`src/rtl/core/bitmap_slot_allocator_macros.svh`:
```
// ----------------------------------------------------------------------------
// bitmap slot allocator assertion macros
// immediate-style wrappers around concurrent checks on clk / rst_n
// ----------------------------------------------------------------------------
`ifndef BITMAP_SLOT_ALLOCATOR_MACROS_SVH
`define BITMAP_SLOT_ALLOCATOR_MACROS_SVH

`ifndef SYNTHESIS

// same-cycle implication
`define BSA_ASSERT_IMPLIES(lbl, ante, cons) \
    lbl: assert property (@(posedge clk) disable iff (!rst_n) (ante) |-> (cons)) \
        else $error("bitmap_slot_allocator check failed");

// next-cycle implication
`define BSA_ASSERT_NEXT(lbl, ante, cons) \
    lbl: assert property (@(posedge clk) disable iff (!rst_n) (ante) |=> (cons)) \
        else $error("bitmap_slot_allocator check failed");

`else

`define BSA_ASSERT_IMPLIES(lbl, ante, cons)
`define BSA_ASSERT_NEXT(lbl, ante, cons)

`endif

`endif

```
`src/rtl/core/bsa_pkg.sv`:
```
// ----------------------------------------------------------------------------
// bsa_pkg
// shared widths, codes and types of the bitmap slot allocator
// ----------------------------------------------------------------------------
package bsa_pkg;

    localparam int OP_W       = 2;
    localparam int SLOT_W     = 11;
    localparam int OFFSET_W   = 26;
    localparam int STATUS_W   = 2;
    localparam int LEN_W      = 16;
    localparam int CFG_IDX_W  = 1;
    localparam int CFG_DATA_W = 16;

    // bitmap word handled by the shared word unit
    localparam int WORD_W  = 32;
    localparam int BIT_W   = 5;
    localparam int LIM_W   = BIT_W + 1;
    // words covering the largest slot count the register can hold
    localparam int NWORD_W = SLOT_W - BIT_W + 1;

    localparam logic [OP_W-1:0] OP_ALLOC = 2'd0;
    localparam logic [OP_W-1:0] OP_FREE  = 2'd1;
    localparam logic [OP_W-1:0] OP_INIT  = 2'd2;

    localparam logic [STATUS_W-1:0] ST_OK   = 2'd0;
    localparam logic [STATUS_W-1:0] ST_FULL = 2'd1;
    localparam logic [STATUS_W-1:0] ST_BAD  = 2'd2;

    localparam logic [CFG_IDX_W-1:0] REG_SLOT_COUNT  = 1'd0;
    localparam logic [CFG_IDX_W-1:0] REG_SLOT_LENGTH = 1'd1;

    localparam logic [SLOT_W-1:0] SLOT_COUNT_RESET  = 11'd1024;
    localparam logic [LEN_W-1:0]  SLOT_LENGTH_RESET = 16'd16;

    typedef struct packed {
        logic             search;   // 1: find lowest free bit, 0: clear one bit
        logic [BIT_W-1:0] bit_sel;
        logic [LIM_W-1:0] lim;      // number of live bits in this word
    } word_ctl_t;

    typedef struct packed {
        logic              found;
        logic [BIT_W-1:0]  pos;
        logic              bit_used;
        logic [WORD_W-1:0] wr_data;
    } word_res_t;

    typedef struct packed {
        logic [SLOT_W-1:0]   slot;
        logic [OFFSET_W-1:0] byte_offset;
        logic [STATUS_W-1:0] status;
        logic [SLOT_W-1:0]   free_count;
        logic                became_full;
        logic                first_release;
        logic                all_free;
    } result_t;

endpackage

```
`src/rtl/core/bsa_req_if.sv`:
```
// ----------------------------------------------------------------------------
// bsa_req_if
// request channel: operation and slot index with valid / ready
// ----------------------------------------------------------------------------
interface bsa_req_if;

    logic                       valid;
    logic                       ready;
    logic [bsa_pkg::OP_W-1:0]   operation;
    logic [bsa_pkg::SLOT_W-1:0] slot_index;

    modport source (output valid, output operation, output slot_index, input ready);
    modport sink   (input valid, input operation, input slot_index, output ready);

endinterface

```
`src/rtl/core/bsa_rsp_if.sv`:
```
// ----------------------------------------------------------------------------
// bsa_rsp_if
// response channel: grant, offset, status and count flags with valid / ready
// ----------------------------------------------------------------------------
interface bsa_rsp_if;

    logic                         valid;
    logic                         ready;
    logic [bsa_pkg::SLOT_W-1:0]   slot;
    logic [bsa_pkg::OFFSET_W-1:0] byte_offset;
    logic [bsa_pkg::STATUS_W-1:0] status;
    logic [bsa_pkg::SLOT_W-1:0]   free_count;
    logic                         became_full;
    logic                         first_release;
    logic                         all_free;

    modport source (
        output valid, output slot, output byte_offset, output status,
        output free_count, output became_full, output first_release,
        output all_free, input ready
    );
    modport sink (
        input valid, input slot, input byte_offset, input status,
        input free_count, input became_full, input first_release,
        input all_free, output ready
    );

endinterface

```
`src/rtl/core/bsa_ram.sv`:
```
// ----------------------------------------------------------------------------
// bsa_ram
// generic simple dual-port ram, one write and one registered read port
// ----------------------------------------------------------------------------
module bsa_ram #(
    parameter int WIDTH = 32,
    parameter int DEPTH = 32,
    localparam int AW   = (DEPTH > 1) ? $clog2(DEPTH) : 1
) (
    input  logic             clk,
    input  logic             we,
    input  logic [AW-1:0]    waddr,
    input  logic [WIDTH-1:0] wdata,
    input  logic [AW-1:0]    raddr,
    output logic [WIDTH-1:0] rdata
);

    logic [WIDTH-1:0] mem [0:DEPTH-1];

    always_ff @(posedge clk)
    begin
        if (we)
        begin
            mem[waddr] <= wdata;
        end
        rdata <= mem[raddr];
    end

endmodule

```
`src/rtl/core/bsa_word_unit.sv`:
```
// ----------------------------------------------------------------------------
// bsa_word_unit
// shared bitmap word unit: finds the lowest free live bit and sets it, or
// tests one bit and clears it
// ----------------------------------------------------------------------------
module bsa_word_unit (
    input  logic [bsa_pkg::WORD_W-1:0] rd_data,
    input  bsa_pkg::word_ctl_t         ctl,
    output bsa_pkg::word_res_t         res
);

    import bsa_pkg::*;

    logic [WORD_W-1:0] live_mask;
    logic [WORD_W-1:0] busy;
    logic [BIT_W-1:0]  first_free;
    logic [BIT_W-1:0]  tgt;
    logic [WORD_W-1:0] tgt_hot;

    always_comb
    begin
        for (int b = 0; b < WORD_W; b++)
        begin
            live_mask[b] = LIM_W'(b) < ctl.lim;
        end
        // bits past the slot count look used
        busy = rd_data | ~live_mask;

        first_free = '0;
        for (int b = WORD_W - 1; b >= 0; b--)
        begin
            if (!busy[b])
            begin
                first_free = BIT_W'(b);
            end
        end

        tgt     = ctl.search ? first_free : ctl.bit_sel;
        tgt_hot = WORD_W'(1) << tgt;

        res.found    = ~&busy;
        res.pos      = first_free;
        res.bit_used = rd_data[ctl.bit_sel];
        res.wr_data  = ctl.search ? (rd_data | tgt_hot) : (rd_data & ~tgt_hot);
    end

endmodule

```
`src/rtl/core/bitmap_slot_allocator.sv`:
```
// ----------------------------------------------------------------------------
// bitmap_slot_allocator
// usage-bitmap allocator of equal-sized slots with free count and flags
// ----------------------------------------------------------------------------
// usage: req carries operation (allocate, free, initialise) and a 1-based
// slot_index; rsp returns one beat per request with the slot, its byte
// offset, status, free count and the full / first-release / all-free flags.
// slot_count and slot_length are written through cfg_we / cfg_index /
// cfg_data; the user must write them only while no request is in flight,
// the block itself does not enforce this. the bitmap sits in a ram of
// 32-bit words; one word unit checks a word per cycle. allocate scans
// the live words in order until it finds a free bit; free reads, tests
// and clears one bit; initialise rewrites every word. one request is
// worked at a time. after reset a clearing pass writes zero to all
// ceil(MAX_SLOTS/32) words before req.ready rises.
// rsp is a registered stage: a request may be taken while the previous
// beat waits; if rsp is stalled the finished result is held back and
// req stays low until the stage empties.
// ----------------------------------------------------------------------------
`include "bitmap_slot_allocator_macros.svh"

module bitmap_slot_allocator #(
    parameter int MAX_SLOTS = 1024
) (
    input  logic                           clk,
    input  logic                           rst_n,
    input  logic                           cfg_we,
    input  logic [bsa_pkg::CFG_IDX_W-1:0]  cfg_index,
    input  logic [bsa_pkg::CFG_DATA_W-1:0] cfg_data,
    bsa_req_if.sink                        req,
    bsa_rsp_if.source                      rsp
);

    import bsa_pkg::*;

    localparam int DEPTH   = (MAX_SLOTS + WORD_W - 1) / WORD_W;
    localparam int AW      = (DEPTH > 1) ? $clog2(DEPTH) : 1;
    localparam int PW      = $clog2(DEPTH + 1);
    localparam int FW      = $clog2(MAX_SLOTS + 1);
    localparam int RST_CNT = (int'(SLOT_COUNT_RESET) > MAX_SLOTS) ?
                             MAX_SLOTS : int'(SLOT_COUNT_RESET);
    localparam int PROD_W  = LEN_W + SLOT_W;

    localparam logic [2:0] S_CLEAR   = 3'd0;
    localparam logic [2:0] S_IDLE    = 3'd1;
    localparam logic [2:0] S_SCAN    = 3'd2;
    localparam logic [2:0] S_MUL     = 3'd3;
    localparam logic [2:0] S_FREE_EV = 3'd4;
    localparam logic [2:0] S_DONE    = 3'd5;

    logic [2:0]        state_reg,     state_next;
    logic [PW-1:0]     ptr_reg,       ptr_next;
    logic              ev_valid_reg,  ev_valid_next;
    logic [PW-1:0]     ev_ptr_reg,    ev_ptr_next;
    logic [FW-1:0]     free_reg,      free_next;
    logic              init_pend_reg, init_pend_next;
    logic              rsp_valid_reg, rsp_valid_next;
    logic [SLOT_W-1:0] slot_count_reg;
    logic [LEN_W-1:0]  slot_length_reg;

    result_t           res_reg,       res_next;
    result_t           rsp_data_reg,  rsp_data_next;
    logic [SLOT_W-1:0] grant_reg,     grant_next;
    logic [SLOT_W-1:0] idx_reg,       idx_next;
    logic [AW-1:0]     faddr_reg,     faddr_next;
    logic [BIT_W-1:0]  fbit_reg,      fbit_next;

    logic [SLOT_W-1:0]  cnt;
    logic [NWORD_W-1:0] nwords;
    logic [SLOT_W-1:0]  idx_m1;
    logic               accept;
    logic               last_word;
    logic [PROD_W-1:0]  prod;

    logic              ram_we;
    logic [AW-1:0]     ram_waddr;
    logic [WORD_W-1:0] ram_wdata;
    logic [AW-1:0]     ram_raddr;
    logic [WORD_W-1:0] ram_rdata;

    word_ctl_t wctl;
    word_res_t wres;

    bsa_ram #(
        .WIDTH (WORD_W),
        .DEPTH (DEPTH)
    ) u_map (
        .clk   (clk),
        .we    (ram_we),
        .waddr (ram_waddr),
        .wdata (ram_wdata),
        .raddr (ram_raddr),
        .rdata (ram_rdata)
    );

    bsa_word_unit u_word (
        .rd_data (ram_rdata),
        .ctl     (wctl),
        .res     (wres)
    );

    // live slot count, limited to the bitmap size
    assign cnt       = (32'(slot_count_reg) > MAX_SLOTS) ? SLOT_W'(MAX_SLOTS) : slot_count_reg;
    assign nwords    = NWORD_W'((32'(cnt) + WORD_W - 1) >> BIT_W);
    assign idx_m1    = req.slot_index - SLOT_W'(1);
    assign accept    = req.valid && req.ready;
    assign last_word = (32'(ev_ptr_reg) + 32'd1) == 32'(nwords);
    assign prod      = PROD_W'(slot_length_reg) * PROD_W'(grant_reg);

    assign req.ready = (state_reg == S_IDLE);

    always_comb
    begin
        wctl.search  = (state_reg == S_SCAN);
        wctl.bit_sel = fbit_reg;
        if (last_word && (cnt[BIT_W-1:0] != '0))
        begin
            wctl.lim = LIM_W'(cnt[BIT_W-1:0]);
        end
        else
        begin
            wctl.lim = LIM_W'(WORD_W);
        end
    end

    always_comb
    begin
        state_next     = state_reg;
        ptr_next       = ptr_reg;
        ev_valid_next  = 1'b0;
        ev_ptr_next    = ev_ptr_reg;
        free_next      = free_reg;
        init_pend_next = init_pend_reg;
        rsp_valid_next = rsp_valid_reg && !rsp.ready;
        res_next       = res_reg;
        rsp_data_next  = rsp_data_reg;
        grant_next     = grant_reg;
        idx_next       = idx_reg;
        faddr_next     = faddr_reg;
        fbit_next      = fbit_reg;
        ram_we         = 1'b0;
        ram_waddr      = ptr_reg[AW-1:0];
        ram_wdata      = '0;
        ram_raddr      = ptr_reg[AW-1:0];

        case (state_reg)
            S_CLEAR:
            begin
                ram_we = 1'b1;
                if (ptr_reg == PW'(DEPTH - 1))
                begin
                    ptr_next = '0;
                    if (init_pend_reg)
                    begin
                        init_pend_next = 1'b0;
                        free_next      = FW'(cnt);
                        state_next     = S_DONE;
                    end
                    else
                    begin
                        state_next = S_IDLE;
                    end
                end
                else
                begin
                    ptr_next = ptr_reg + PW'(1);
                end
            end

            S_IDLE:
            begin
                // free reads its word straight away
                ram_raddr = AW'(idx_m1 >> BIT_W);
                if (accept)
                begin
                    res_next        = '0;
                    res_next.status = ST_OK;
                    ptr_next        = '0;
                    case (req.operation)
                        OP_ALLOC:
                        begin
                            if (cnt == '0)
                            begin
                                res_next.status = ST_FULL;
                                state_next      = S_DONE;
                            end
                            else
                            begin
                                state_next = S_SCAN;
                            end
                        end
                        OP_FREE:
                        begin
                            if ((req.slot_index == '0) || (req.slot_index > cnt))
                            begin
                                res_next.status = ST_BAD;
                                state_next      = S_DONE;
                            end
                            else
                            begin
                                idx_next   = req.slot_index;
                                faddr_next = AW'(idx_m1 >> BIT_W);
                                fbit_next  = idx_m1[BIT_W-1:0];
                                state_next = S_FREE_EV;
                            end
                        end
                        OP_INIT:
                        begin
                            init_pend_next = 1'b1;
                            state_next     = S_CLEAR;
                        end
                        default:
                        begin
                            res_next.status = ST_BAD;
                            state_next      = S_DONE;
                        end
                    endcase
                end
            end

            S_SCAN:
            begin
                // reads run one word ahead of the word unit
                if (32'(ptr_reg) < 32'(nwords))
                begin
                    ev_valid_next = 1'b1;
                    ev_ptr_next   = ptr_reg;
                    ptr_next      = ptr_reg + PW'(1);
                end
                if (ev_valid_reg)
                begin
                    if (wres.found)
                    begin
                        ram_we        = 1'b1;
                        ram_waddr     = ev_ptr_reg[AW-1:0];
                        ram_wdata     = wres.wr_data;
                        grant_next    = SLOT_W'({ev_ptr_reg, wres.pos});
                        ev_valid_next = 1'b0;
                        if (free_reg != '0)
                        begin
                            res_next.became_full = (free_reg == FW'(1));
                            free_next            = free_reg - FW'(1);
                        end
                        state_next = S_MUL;
                    end
                    else if (last_word)
                    begin
                        ev_valid_next   = 1'b0;
                        res_next.status = ST_FULL;
                        state_next      = S_DONE;
                    end
                end
            end

            S_MUL:
            begin
                res_next.slot        = grant_reg + SLOT_W'(1);
                res_next.byte_offset = prod[OFFSET_W-1:0];
                state_next           = S_DONE;
            end

            S_FREE_EV:
            begin
                if (wres.bit_used)
                begin
                    ram_we                 = 1'b1;
                    ram_waddr              = faddr_reg;
                    ram_wdata              = wres.wr_data;
                    res_next.slot          = idx_reg;
                    res_next.first_release = (free_reg == '0);
                    if (32'(free_reg) < MAX_SLOTS)
                    begin
                        free_next = free_reg + FW'(1);
                    end
                end
                else
                begin
                    res_next.status = ST_BAD;
                end
                state_next = S_DONE;
            end

            S_DONE:
            begin
                if (!rsp_valid_reg || rsp.ready)
                begin
                    rsp_valid_next           = 1'b1;
                    rsp_data_next            = res_reg;
                    rsp_data_next.free_count = SLOT_W'(free_reg);
                    rsp_data_next.all_free   = (32'(free_reg) == 32'(cnt));
                    state_next               = S_IDLE;
                end
            end

            default:
            begin
                state_next = S_IDLE;
            end
        endcase
    end

    always_ff @(posedge clk or negedge rst_n)
    begin
        if (!rst_n)
        begin
            state_reg     <= S_CLEAR;
            ptr_reg       <= '0;
            ev_valid_reg  <= 1'b0;
            free_reg      <= FW'(RST_CNT);
            init_pend_reg <= 1'b0;
            rsp_valid_reg <= 1'b0;
        end
        else
        begin
            state_reg     <= state_next;
            ptr_reg       <= ptr_next;
            ev_valid_reg  <= ev_valid_next;
            free_reg      <= free_next;
            init_pend_reg <= init_pend_next;
            rsp_valid_reg <= rsp_valid_next;
        end
    end

    always_ff @(posedge clk or negedge rst_n)
    begin
        if (!rst_n)
        begin
            slot_count_reg  <= SLOT_COUNT_RESET;
            slot_length_reg <= SLOT_LENGTH_RESET;
        end
        else if (cfg_we)
        begin
            case (cfg_index)
                REG_SLOT_COUNT:  slot_count_reg  <= cfg_data[SLOT_W-1:0];
                REG_SLOT_LENGTH: slot_length_reg <= cfg_data[LEN_W-1:0];
                default:         slot_length_reg <= slot_length_reg;
            endcase
        end
    end

    always_ff @(posedge clk)
    begin
        res_reg      <= res_next;
        rsp_data_reg <= rsp_data_next;
        grant_reg    <= grant_next;
        idx_reg      <= idx_next;
        faddr_reg    <= faddr_next;
        fbit_reg     <= fbit_next;
        ev_ptr_reg   <= ev_ptr_next;
    end

    assign rsp.valid         = rsp_valid_reg;
    assign rsp.slot          = rsp_data_reg.slot;
    assign rsp.byte_offset   = rsp_data_reg.byte_offset;
    assign rsp.status        = rsp_data_reg.status;
    assign rsp.free_count    = rsp_data_reg.free_count;
    assign rsp.became_full   = rsp_data_reg.became_full;
    assign rsp.first_release = rsp_data_reg.first_release;
    assign rsp.all_free      = rsp_data_reg.all_free;

    `BSA_ASSERT_IMPLIES(a_free_bound, 1'b1, 32'(free_reg) <= MAX_SLOTS)
    `BSA_ASSERT_IMPLIES(a_err_no_grant, rsp.valid && (rsp.status != ST_OK), (rsp.slot == '0) && (rsp.byte_offset == '0))
    `BSA_ASSERT_IMPLIES(a_full_is_empty, rsp.valid && rsp.became_full, rsp.free_count == '0)
    `BSA_ASSERT_IMPLIES(a_scan_in_range, ev_valid_reg, 32'(ev_ptr_reg) < 32'(nwords))
    `BSA_ASSERT_NEXT(a_busy_after_accept, accept, !req.ready)

endmodule
```
`src/flat_wrapper.sv`:
```
// flat-port wrapper written by rule: the top's interface ports become plain ports
module bitmap_slot_allocator_flat import bsa_pkg::*;
#(
    parameter int MAX_SLOTS = 1024
)
  (clk, rst_n, cfg_we, cfg_index, cfg_data, req_valid, req_operation, req_slot_index, req_ready, rsp_valid, rsp_slot, rsp_byte_offset, rsp_status, rsp_free_count, rsp_became_full, rsp_first_release, rsp_all_free, rsp_ready);
  bsa_req_if req_i ();
  bsa_rsp_if rsp_i ();
  input  logic clk;
  input  logic rst_n;
  input  logic cfg_we;
  input  logic [bsa_pkg::CFG_IDX_W-1:0] cfg_index;
  input  logic [bsa_pkg::CFG_DATA_W-1:0] cfg_data;
  input wire logic [$bits(req_i.valid)-1:0] req_valid;
  input wire logic [$bits(req_i.operation)-1:0] req_operation;
  input wire logic [$bits(req_i.slot_index)-1:0] req_slot_index;
  output wire logic [$bits(req_i.ready)-1:0] req_ready;
  output wire logic [$bits(rsp_i.valid)-1:0] rsp_valid;
  output wire logic [$bits(rsp_i.slot)-1:0] rsp_slot;
  output wire logic [$bits(rsp_i.byte_offset)-1:0] rsp_byte_offset;
  output wire logic [$bits(rsp_i.status)-1:0] rsp_status;
  output wire logic [$bits(rsp_i.free_count)-1:0] rsp_free_count;
  output wire logic [$bits(rsp_i.became_full)-1:0] rsp_became_full;
  output wire logic [$bits(rsp_i.first_release)-1:0] rsp_first_release;
  output wire logic [$bits(rsp_i.all_free)-1:0] rsp_all_free;
  input wire logic [$bits(rsp_i.ready)-1:0] rsp_ready;
  assign req_i.valid = req_valid;
  assign req_i.operation = req_operation;
  assign req_i.slot_index = req_slot_index;
  assign req_ready = req_i.ready;
  assign rsp_valid = rsp_i.valid;
  assign rsp_slot = rsp_i.slot;
  assign rsp_byte_offset = rsp_i.byte_offset;
  assign rsp_status = rsp_i.status;
  assign rsp_free_count = rsp_i.free_count;
  assign rsp_became_full = rsp_i.became_full;
  assign rsp_first_release = rsp_i.first_release;
  assign rsp_all_free = rsp_i.all_free;
  assign rsp_i.ready = rsp_ready;
  bitmap_slot_allocator #(.MAX_SLOTS(MAX_SLOTS)) u_core (.clk(clk), .rst_n(rst_n), .cfg_we(cfg_we), .cfg_index(cfg_index), .cfg_data(cfg_data), .req(req_i), .rsp(rsp_i));
endmodule
```
`config.mk`:
```
export PLATFORM = sky130hd
export DESIGN_NAME = bitmap_slot_allocator_flat
export DESIGN_NICKNAME = d
export VERILOG_FILES = /design/src/rtl/core/bsa_pkg.sv /design/src/rtl/core/bsa_req_if.sv /design/src/rtl/core/bsa_rsp_if.sv /design/src/rtl/core/bsa_ram.sv /design/src/rtl/core/bsa_word_unit.sv /design/src/rtl/core/bitmap_slot_allocator.sv /design/src/flat_wrapper.sv
export VERILOG_INCLUDE_DIRS = /design/src /design/src/rtl/core
export SDC_FILE = /design/constraint.sdc
export NUM_CORES = 2
export LEC_CHECK = 0
export ABC_AREA = 0
export BUFFER_PORTS_ARGS = -buffer_cell sky130_fd_sc_hd__buf_2
export CAP_MARGIN = 20
export CORE_UTILIZATION = 35
export CTS_BUF_LIST = sky130_fd_sc_hd__clkbuf_8
export DETAILED_ROUTE_END_ITERATION = 16
export GPL_ROUTABILITY_DRIVEN = 0
export SYNTH_ARGS = -nofsm -noshare
export SYNTH_HDL_FRONTEND = slang
export SYNTH_SLANG_ARGS = --single-unit
```
`constraint.sdc`:
```
create_clock -name clk -period 15.6 [get_ports clk]
set_input_delay 3.12 -clock clk [delete_from_list [all_inputs] [get_ports clk]]
set_output_delay 3.12 -clock clk [all_outputs]
set_load 0.005 [all_outputs]
```
Word level (Yosys, flattened, before mapping):

Memory sizes are Yosys's and may differ from the RTL's. A register that Yosys moved wholly into a read port is not among the register bits.
Index checks and enable logic that the tools add are counted.

* bits in registers: 182
* RAM bits: 1024
* input bits: 35
* output and inout port bits: 55
* word-level logic and storage cells: 251
* memories: 1

Memory list
* u_core.u_map.mem: words 32, bits a word 32, rd ports 1, clocked after memory_dff 1, write ports 1, RTL line bsa_ram.sv:18 `logic [WIDTH-1:0] mem [0:DEPTH-1];`

* add/subtract/negate cells: 8
* multiply operators: 1
* $lt $le $gt $ge: 37
* equal/unequal tests: 26
* shift operators: 1
* muxes and demuxes: 105
* bitwise logic cells: 8
* reductions and logical operators: 39

Operators by type and width (number)
* $mux 5: 37
* $mux 32: 4
* $mux 11: 9
* $lt 5x6->1 const A: 16
* $pmux 11 s3: 2
* $not 32->32: 2
* $or 32x32->32: 2
* $pmux 32 s2: 1
* $mux 53: 1
* $pmux 26 s2: 1
* $lt 4x6->1 const A: 8
* $logic_not 11->1: 3
* $and 32x32->32: 1
* $eq 32x7->1: 1
* $reduce_and 32->1: 1
* $shl 1x5->32 const A: 1
* $mul 16x11->26: 1
* $lt 3x6->1 const A: 4
* $mux 3: 8
* $mux 6: 4
* $add 11x1->11 const B: 2
* $mux 1: 22
* $ne 2x1->1 const B: 9
* $pmux 6 s3: 1
* 48 further kinds: 84

Depth between registers and ports, before layout:

* depth in word-level cells: 50
* gate-level depth with buffers: 26
* mapped depth without buffers: 24

By module:

A second synthesis with hierarchy kept.

* cells, all modules: 3997
* area, all modules: 56964.6 µm²

Modules (own cells, without submodules)
* bsa_ram: times used 1, cells each 2260, area an instance 40492.6 µm²
* bitmap_slot_allocator: times used 1, cells each 1438, area an instance 14385.0 µm²
* bsa_word_unit: times used 1, cells each 299, area an instance 2087.0 µm²

Worst setup path before layout:

No wires, ideal clock.

* path kind: reg2reg
* from: register u_core.ev_ptr_reg[0]
* to: memory u_core.u_map.mem[3][0], enable pin
* setup time: 0.513 ns
* arrival time: 7.871 ns
* required time: 15.087 ns
* setup slack: 7.216 ns
* stages on the path, launching flop included: 16
* path buffers: 2
* cell sequence: edfxtp_1 > ha_1 > xor2_1 > or4b_1 > a31oi_1 > o211ai_2 > or3_1 > buf_6 > o21bai_4 > or4b_1 > or3b_1 > nor3_1 > nor2_1 > a221o_1 > clkbuf_1 > nor4b_1

* word-level cells in the longest chain between the ends: 13
* elaborated cells between the ends (all ways): 47
* those cells by class: 1 x add/sub; 32 x order compare; 1 x eq/ne; 9 x mux; 2 x bitwise; 2 x reduce/logical

Ends and longest elaborated chain
* from (decl): RTL line bitmap_slot_allocator.sv:54 `logic [PW-1:0] ev_ptr_reg, ev_ptr_next;`
* from (signal assigned): RTL line bitmap_slot_allocator.sv:349 `ev_ptr_reg <= ev_ptr_next;`
* $add 6x1->7: RTL line bitmap_slot_allocator.sv:107 `assign last_word = (32'(ev_ptr_reg) + 32'd1) == 32'(nwords);`
* $eq 32x7->1: RTL line bitmap_slot_allocator.sv:107
* $logic_and 1x1->1: RTL line bitmap_slot_allocator.sv:116 `if (last_word && (cnt[BIT_W-1:0] != '0))`
* $mux 6: RTL line bitmap_slot_allocator.sv:116
* $lt 1x6->1 (tied with other cells): RTL line bsa_word_unit.sv:24 `live_mask[b] = LIM_W'(b) < ctl.lim;`
* $not 32->32: RTL line bsa_word_unit.sv:27 `busy = rd_data | ~live_mask;`
* $or 32x32->32: RTL line bsa_word_unit.sv:27
* $reduce_and 32->1: RTL line bsa_word_unit.sv:41 `res.found = ~&busy;`
* $mux 1: RTL line bitmap_slot_allocator.sv:232 `if (wres.found)`
* $mux 1: RTL line bitmap_slot_allocator.sv:230 `if (ev_valid_reg)`
* $pmux 1 s3: RTL line bitmap_slot_allocator.sv:146 `case (state_reg)`
* $mux 1: RTL line bsa_ram.sv:22 `if (we)`
* $mux 1 (not written as such): RTL line bsa_ram.sv:24 `mem[waddr] <= wdata;`
* to (decl): RTL line bsa_ram.sv:18

Several ways; a longest one is shown, not always the timed one.

Worst setup path in the final report:

* from: register u_core.slot_count_reg[4]
* to: memory u_core.u_map.mem[8][10], enable pin

* word-level cells in the longest chain between the ends: 16
* elaborated cells between the ends (all ways): 51
* those cells by class: 2 x add/sub; 33 x order compare; 1 x eq/ne; 10 x mux; 2 x bitwise; 3 x reduce/logical

Ends and longest elaborated chain
* from (decl): RTL line bitmap_slot_allocator.sv:58 `logic [SLOT_W-1:0] slot_count_reg;`
* from (signal assigned): RTL line bitmap_slot_allocator.sv:334 `REG_SLOT_COUNT: slot_count_reg <= cfg_data[SLOT_W-1:0];`
* $gt 11x11->1: RTL line bitmap_slot_allocator.sv:103 `assign cnt = (32'(slot_count_reg) > MAX_SLOTS) ? SLOT_W'(MAX_SLOTS) : slot_count_reg;`
* $mux 11 (*): RTL line bitmap_slot_allocator.sv:103
* $add 11x6->12: RTL line bitmap_slot_allocator.sv:104 `assign nwords = NWORD_W'((32'(cnt) + WORD_W - 1) >> BIT_W);`
* $sub 12x1->12: RTL line bitmap_slot_allocator.sv:104
* $eq 32x7->1: RTL line bitmap_slot_allocator.sv:107
* $logic_and 1x1->1: RTL line bitmap_slot_allocator.sv:116
* $mux 6 (*): RTL line bitmap_slot_allocator.sv:116
* $lt 1x6->1 (tied with other cells): RTL line bsa_word_unit.sv:24
* $not 32->32 (*): RTL line bsa_word_unit.sv:27
* $or 32x32->32 (*): RTL line bsa_word_unit.sv:27
* $reduce_and 32->1 (*): RTL line bsa_word_unit.sv:41
* $mux 1: RTL line bitmap_slot_allocator.sv:232
* $mux 1: RTL line bitmap_slot_allocator.sv:230
* $pmux 1 s3: RTL line bitmap_slot_allocator.sv:146
* $mux 1: RTL line bsa_ram.sv:22
* $mux 1 (not written as such): RTL line bsa_ram.sv:24

Mark *: on every way between the ends. The rest lies on a longest branch, timed or not.

==> Flow_metrics.wiki <==
{| class="wikitable"
! Metric !! Value
|-
| VDD IR max || 0.182 mV
|-
| Share of final-layout standard cells stronger than drive strength 1 || 0.234
|-
| Cells on worst reg2reg path || 14
|-
| Total Routed Length || 150000 µm
|-
| DRC violations left || 0
|-
| FFs w/ async S/R, synth || 0.0404
|-
| Clock sink count || 1238
|-
| Area taken by flip-flops and latches || approximately 37000 µm²
|-
| Sequential fraction of the synthesis area || 0.652
|-
| Logic depth of the worst path, buffers included || 14
|-
| Flop and latch count out of synthesis || 1238
|-
| Count of unique library cells instantiated by Yosys || between 80 and 90
|-
| Clock transition time at the flip-flop clock pins of the worst setup and hold paths || 0.06 ns
|-
| Clock Skew || 0.0646 ns
|-
| Area enclosed by the die boundary || around 160000 µm²
|-
| Most common cell after layout, fill and taps aside || edfxtp_1
|-
| Vias/cell || 5.49
|-
| Critical Path, Cell by Cell || nor3_2 > nand2_1 > or4b_1 > a31oi_1 > o211ai_2 > a2111oi_1 > a41oi_1 > nor4_1 > nand2_1 > or3_1 > a32o_2 > or4b_1 > nor3_4 > buf_4
|-
| Largest register FFs || 1024
|-
| Buffers inserted by post-CTS timing repair || 0
|-
| Net count of the mapped netlist || ~3700
|-
| Slew at the pin with the worst max-slew slack || 1.07 ns
|-
| Max-slew violation count || 0
|-
| Total area of multi-input combinational cells || 18500 µm²
|-
| Worst endpoint required time || 16.13 ns
|-
| Port Buffer Count || 89
|-
| CP Capture Point || u_core.u_map.mem[8][10]$_DFFE_PP_
|-
| Reg2reg end || u_core.u_map.mem[8][10]$_DFFE_PP_
|-
| Maximum cell stage delay along the critical path || 0.88 ns
|-
| Wire length of the first global-routing pass || 219000 µm
|-
| Nets@finish || 3875
|-
| Power density cells || around 170 nW/µm²
|-
| Number of buffers added to fix hold violations after cts || 0
|-
| Predominant post-synthesis flop cell || edfxtp_1
|-
| Quantity of gates resized following cts || 0
|-
| Number of buffers between clock root and the deepest sink || 3
|-
| Element type at the critical path start || flip-flop
|-
| Synthesized area per cell || 16.3 µm²
|-
| Commonest cells after routing, fill and taps aside || edfxtp_1, mux4_2, inv_1, nand2_1, clkbuf_8
|-
| Highest net fanout along the worst path || 23
|-
| Average routed wire per standard cell || between 20 and 30 µm
|-
| # H-tree levels || 4
|-
| First-pass DRT Iterations || 6
|-
| Number of synthesized flops with an enable pin || ~1200
|-
| Finish-stage setup viols || 0
|-
| Total power consumption of the routed design || 10.5 mW
|-
| Via count of the first global-routing pass || 32576
|-
| Filler cell count in the final layout || ~14000
|-
| Global route overflow || 0
|-
| Signed area change from the synthesized netlist to the final layout || 13.1%
|-
| Post-route antenna net violation count || 0
|-
| Synth Cell Area || 56100 µm²
|-
| Arr. time, crit path || a little over 8 ns
|-
| Sum of net half-perimeters after detailed placement || 84500 µm
|-
| Slowest cell on crit path || or4b_1
|-
| Number of antenna violations at the first check in global routing || 2
|-
| Static power due to leakage || 22.8 nW
|-
| Number of primary I/O pins || 90
|-
| Tcrit/Tclk final || 0.482
|-
| Clock tree from TritonCTS || done
|-
| RSZ-0062 raised after global routing || false
|-
| Core ar. || 159000 µm²
|-
| Largest net degree at the start of global routing || 110
|-
| Count of synthesis-stage warnings from yosys || 0
|-
| Start of the worst register-to-register path || u_core.slot_count_reg[4]$_DFFE_PN0P_
|-
| Setup_tns || 0 ns
|-
| Register-to-Register Setup Slack || approximately 8.1 ns
|-
| Violation count after the first detailed-routing iteration || 3425
|-
| Crit path max-delay family || simple AND/OR/NAND/NOR gates
|-
| Critical path class || flip-flop to flip-flop
|-
| Syn Inst Count || 3444
|-
| Worst Min Path Start || u_core.res_reg[17]$_SDFFCE_PN0P_
|-
| Count of maximum capacitance violations || 0
|-
| Worst setup path startpoint || u_core.slot_count_reg[4]$_DFFE_PN0P_
|-
| Upper clock frequency limit || 0.133 GHz
|-
| Relative max-transition margin || 0.286
|-
| FP Rows || 146
|-
| Clock tree root driver cell || clkbuf_8
|-
| Hold violation count in the final report || 0
|-
| Effective utilization at floorplan || 0.353
|-
| Number of buffers and inverters on the critical path || 1
|-
| Result of the run || completed
|-
| Horiz. Die Dim || 402 µm
|-
| Element type at the critical path end || flip-flop
|-
| Final critical-path required period || 7.53 ns
|-
| Num CTS Buffers || 193
|-
| Routed via count || 32180
|-
| Worst min-delay path class || flip-flop to flip-flop
|-
| Height of the die || 402 µm
|-
| Clk Latency, worst-skew pair || 0.94 ns
|-
| All-Layer GR Usage || 0.184
|}
-- metrics by stage --
step                      std cells   util  worst slack [ns]  cell area, µm²  hold WS [ns]
after floorplan                3444      -              7.22           56100         0.400
after global placement         5482  0.374              7.38           59300         0.402
after detailed placement       5486  0.374              7.35           59400         0.405
after CTS                      5835  0.398              8.11           63100         0.398
after global routing           5862  0.400              7.68           63500         0.410
final                          5863  0.400              8.07           63500         0.399
-- cell type report --
type | count | area share
Tap cell | 2072 | 0.0408
Timing Repair Buffer | 185 | 0.0216
Clock inverter | 136 | 0.0129
Inverter | 174 | 0.0103
Antenna cell | 7 | 0.000276
Clock buffer | 213 | 0.0462
Sequential cell | 1238 | 0.577
Multi-Input combinational cell | 1838 | 0.291
-- power by group --
group / total, mW / leakage [nW] / internal, mW / switching, mW
sequential: 4.22 / 12.1 / 3.96 / 0.260
combinational: 3.66 / 8.44 / 1.61 / 2.05
clock: 2.66 / 2.22 / 1.36 / 1.30
total: 10.5 / 22.8 / 6.93 / 3.61
-- worst min-delay path by stage --
| stage | end | depth (start not counted) |
|---|---|---|
| after floorplan | u_core.rsp.became_full$_DFFE_PP_ | 0 |
| after global placement | u_core.rsp.byte_offset[15]$_DFFE_PP_ | 0 |
| after detailed placement | u_core.rsp.byte_offset[0]$_DFFE_PP_ | 0 |
| after CTS | u_core.rsp.byte_offset[1]$_DFFE_PP_ | 0 |
| after global routing | u_core.rsp.byte_offset[1]$_DFFE_PP_ | 0 |
| final | u_core.rsp.byte_offset[1]$_DFFE_PP_ | 0 |
-- synthesized netlist by cell type (31+ instances only) --
library cell | instances | area (µm²)
mux4_2 | 267 | 6010
nor2_1 | 142 | 533
nor3_1 | 43 | 215
xnor2_1 | 32 | 280
mux2i_1 | 71 | 711
mux2_2 | 95 | 1070
dfrtp_1 | 47 | 1180
inv_1 | 173 | 649
nand3_1 | 51 | 255
clkbuf_1 | 157 | 589
buf_1 | 31 | 116
fa_1 | 124 | 2480
a21oi_1 | 100 | 500
nand2_1 | 237 | 890
and2_1 | 80 | 500
dfxtp_1 | 32 | 641
o211ai_1 | 54 | 405
edfxtp_1 | 1156 | 34700
ha_1 | 86 | 1080
o21ai_0 | 118 | 591
-- cell families after synthesis --
family          synth area share
flops                      0.652
simple gates              0.0618
mux                        0.139
compound gates            0.0498
buf+inv                   0.0250
fa+ha+maj                 0.0634
xor+xnor                 0.00874
-- metal layers --
metal,wire [µm],vias up,GRT usage
li1,-,13689,-
met1,63600,16916,0.256
met2,71000,1333,0.292
met3,11100,242,0.0330
met4,3850,0,0.0605
met5,0,-,0
Power figures use the tool's default switching activity.
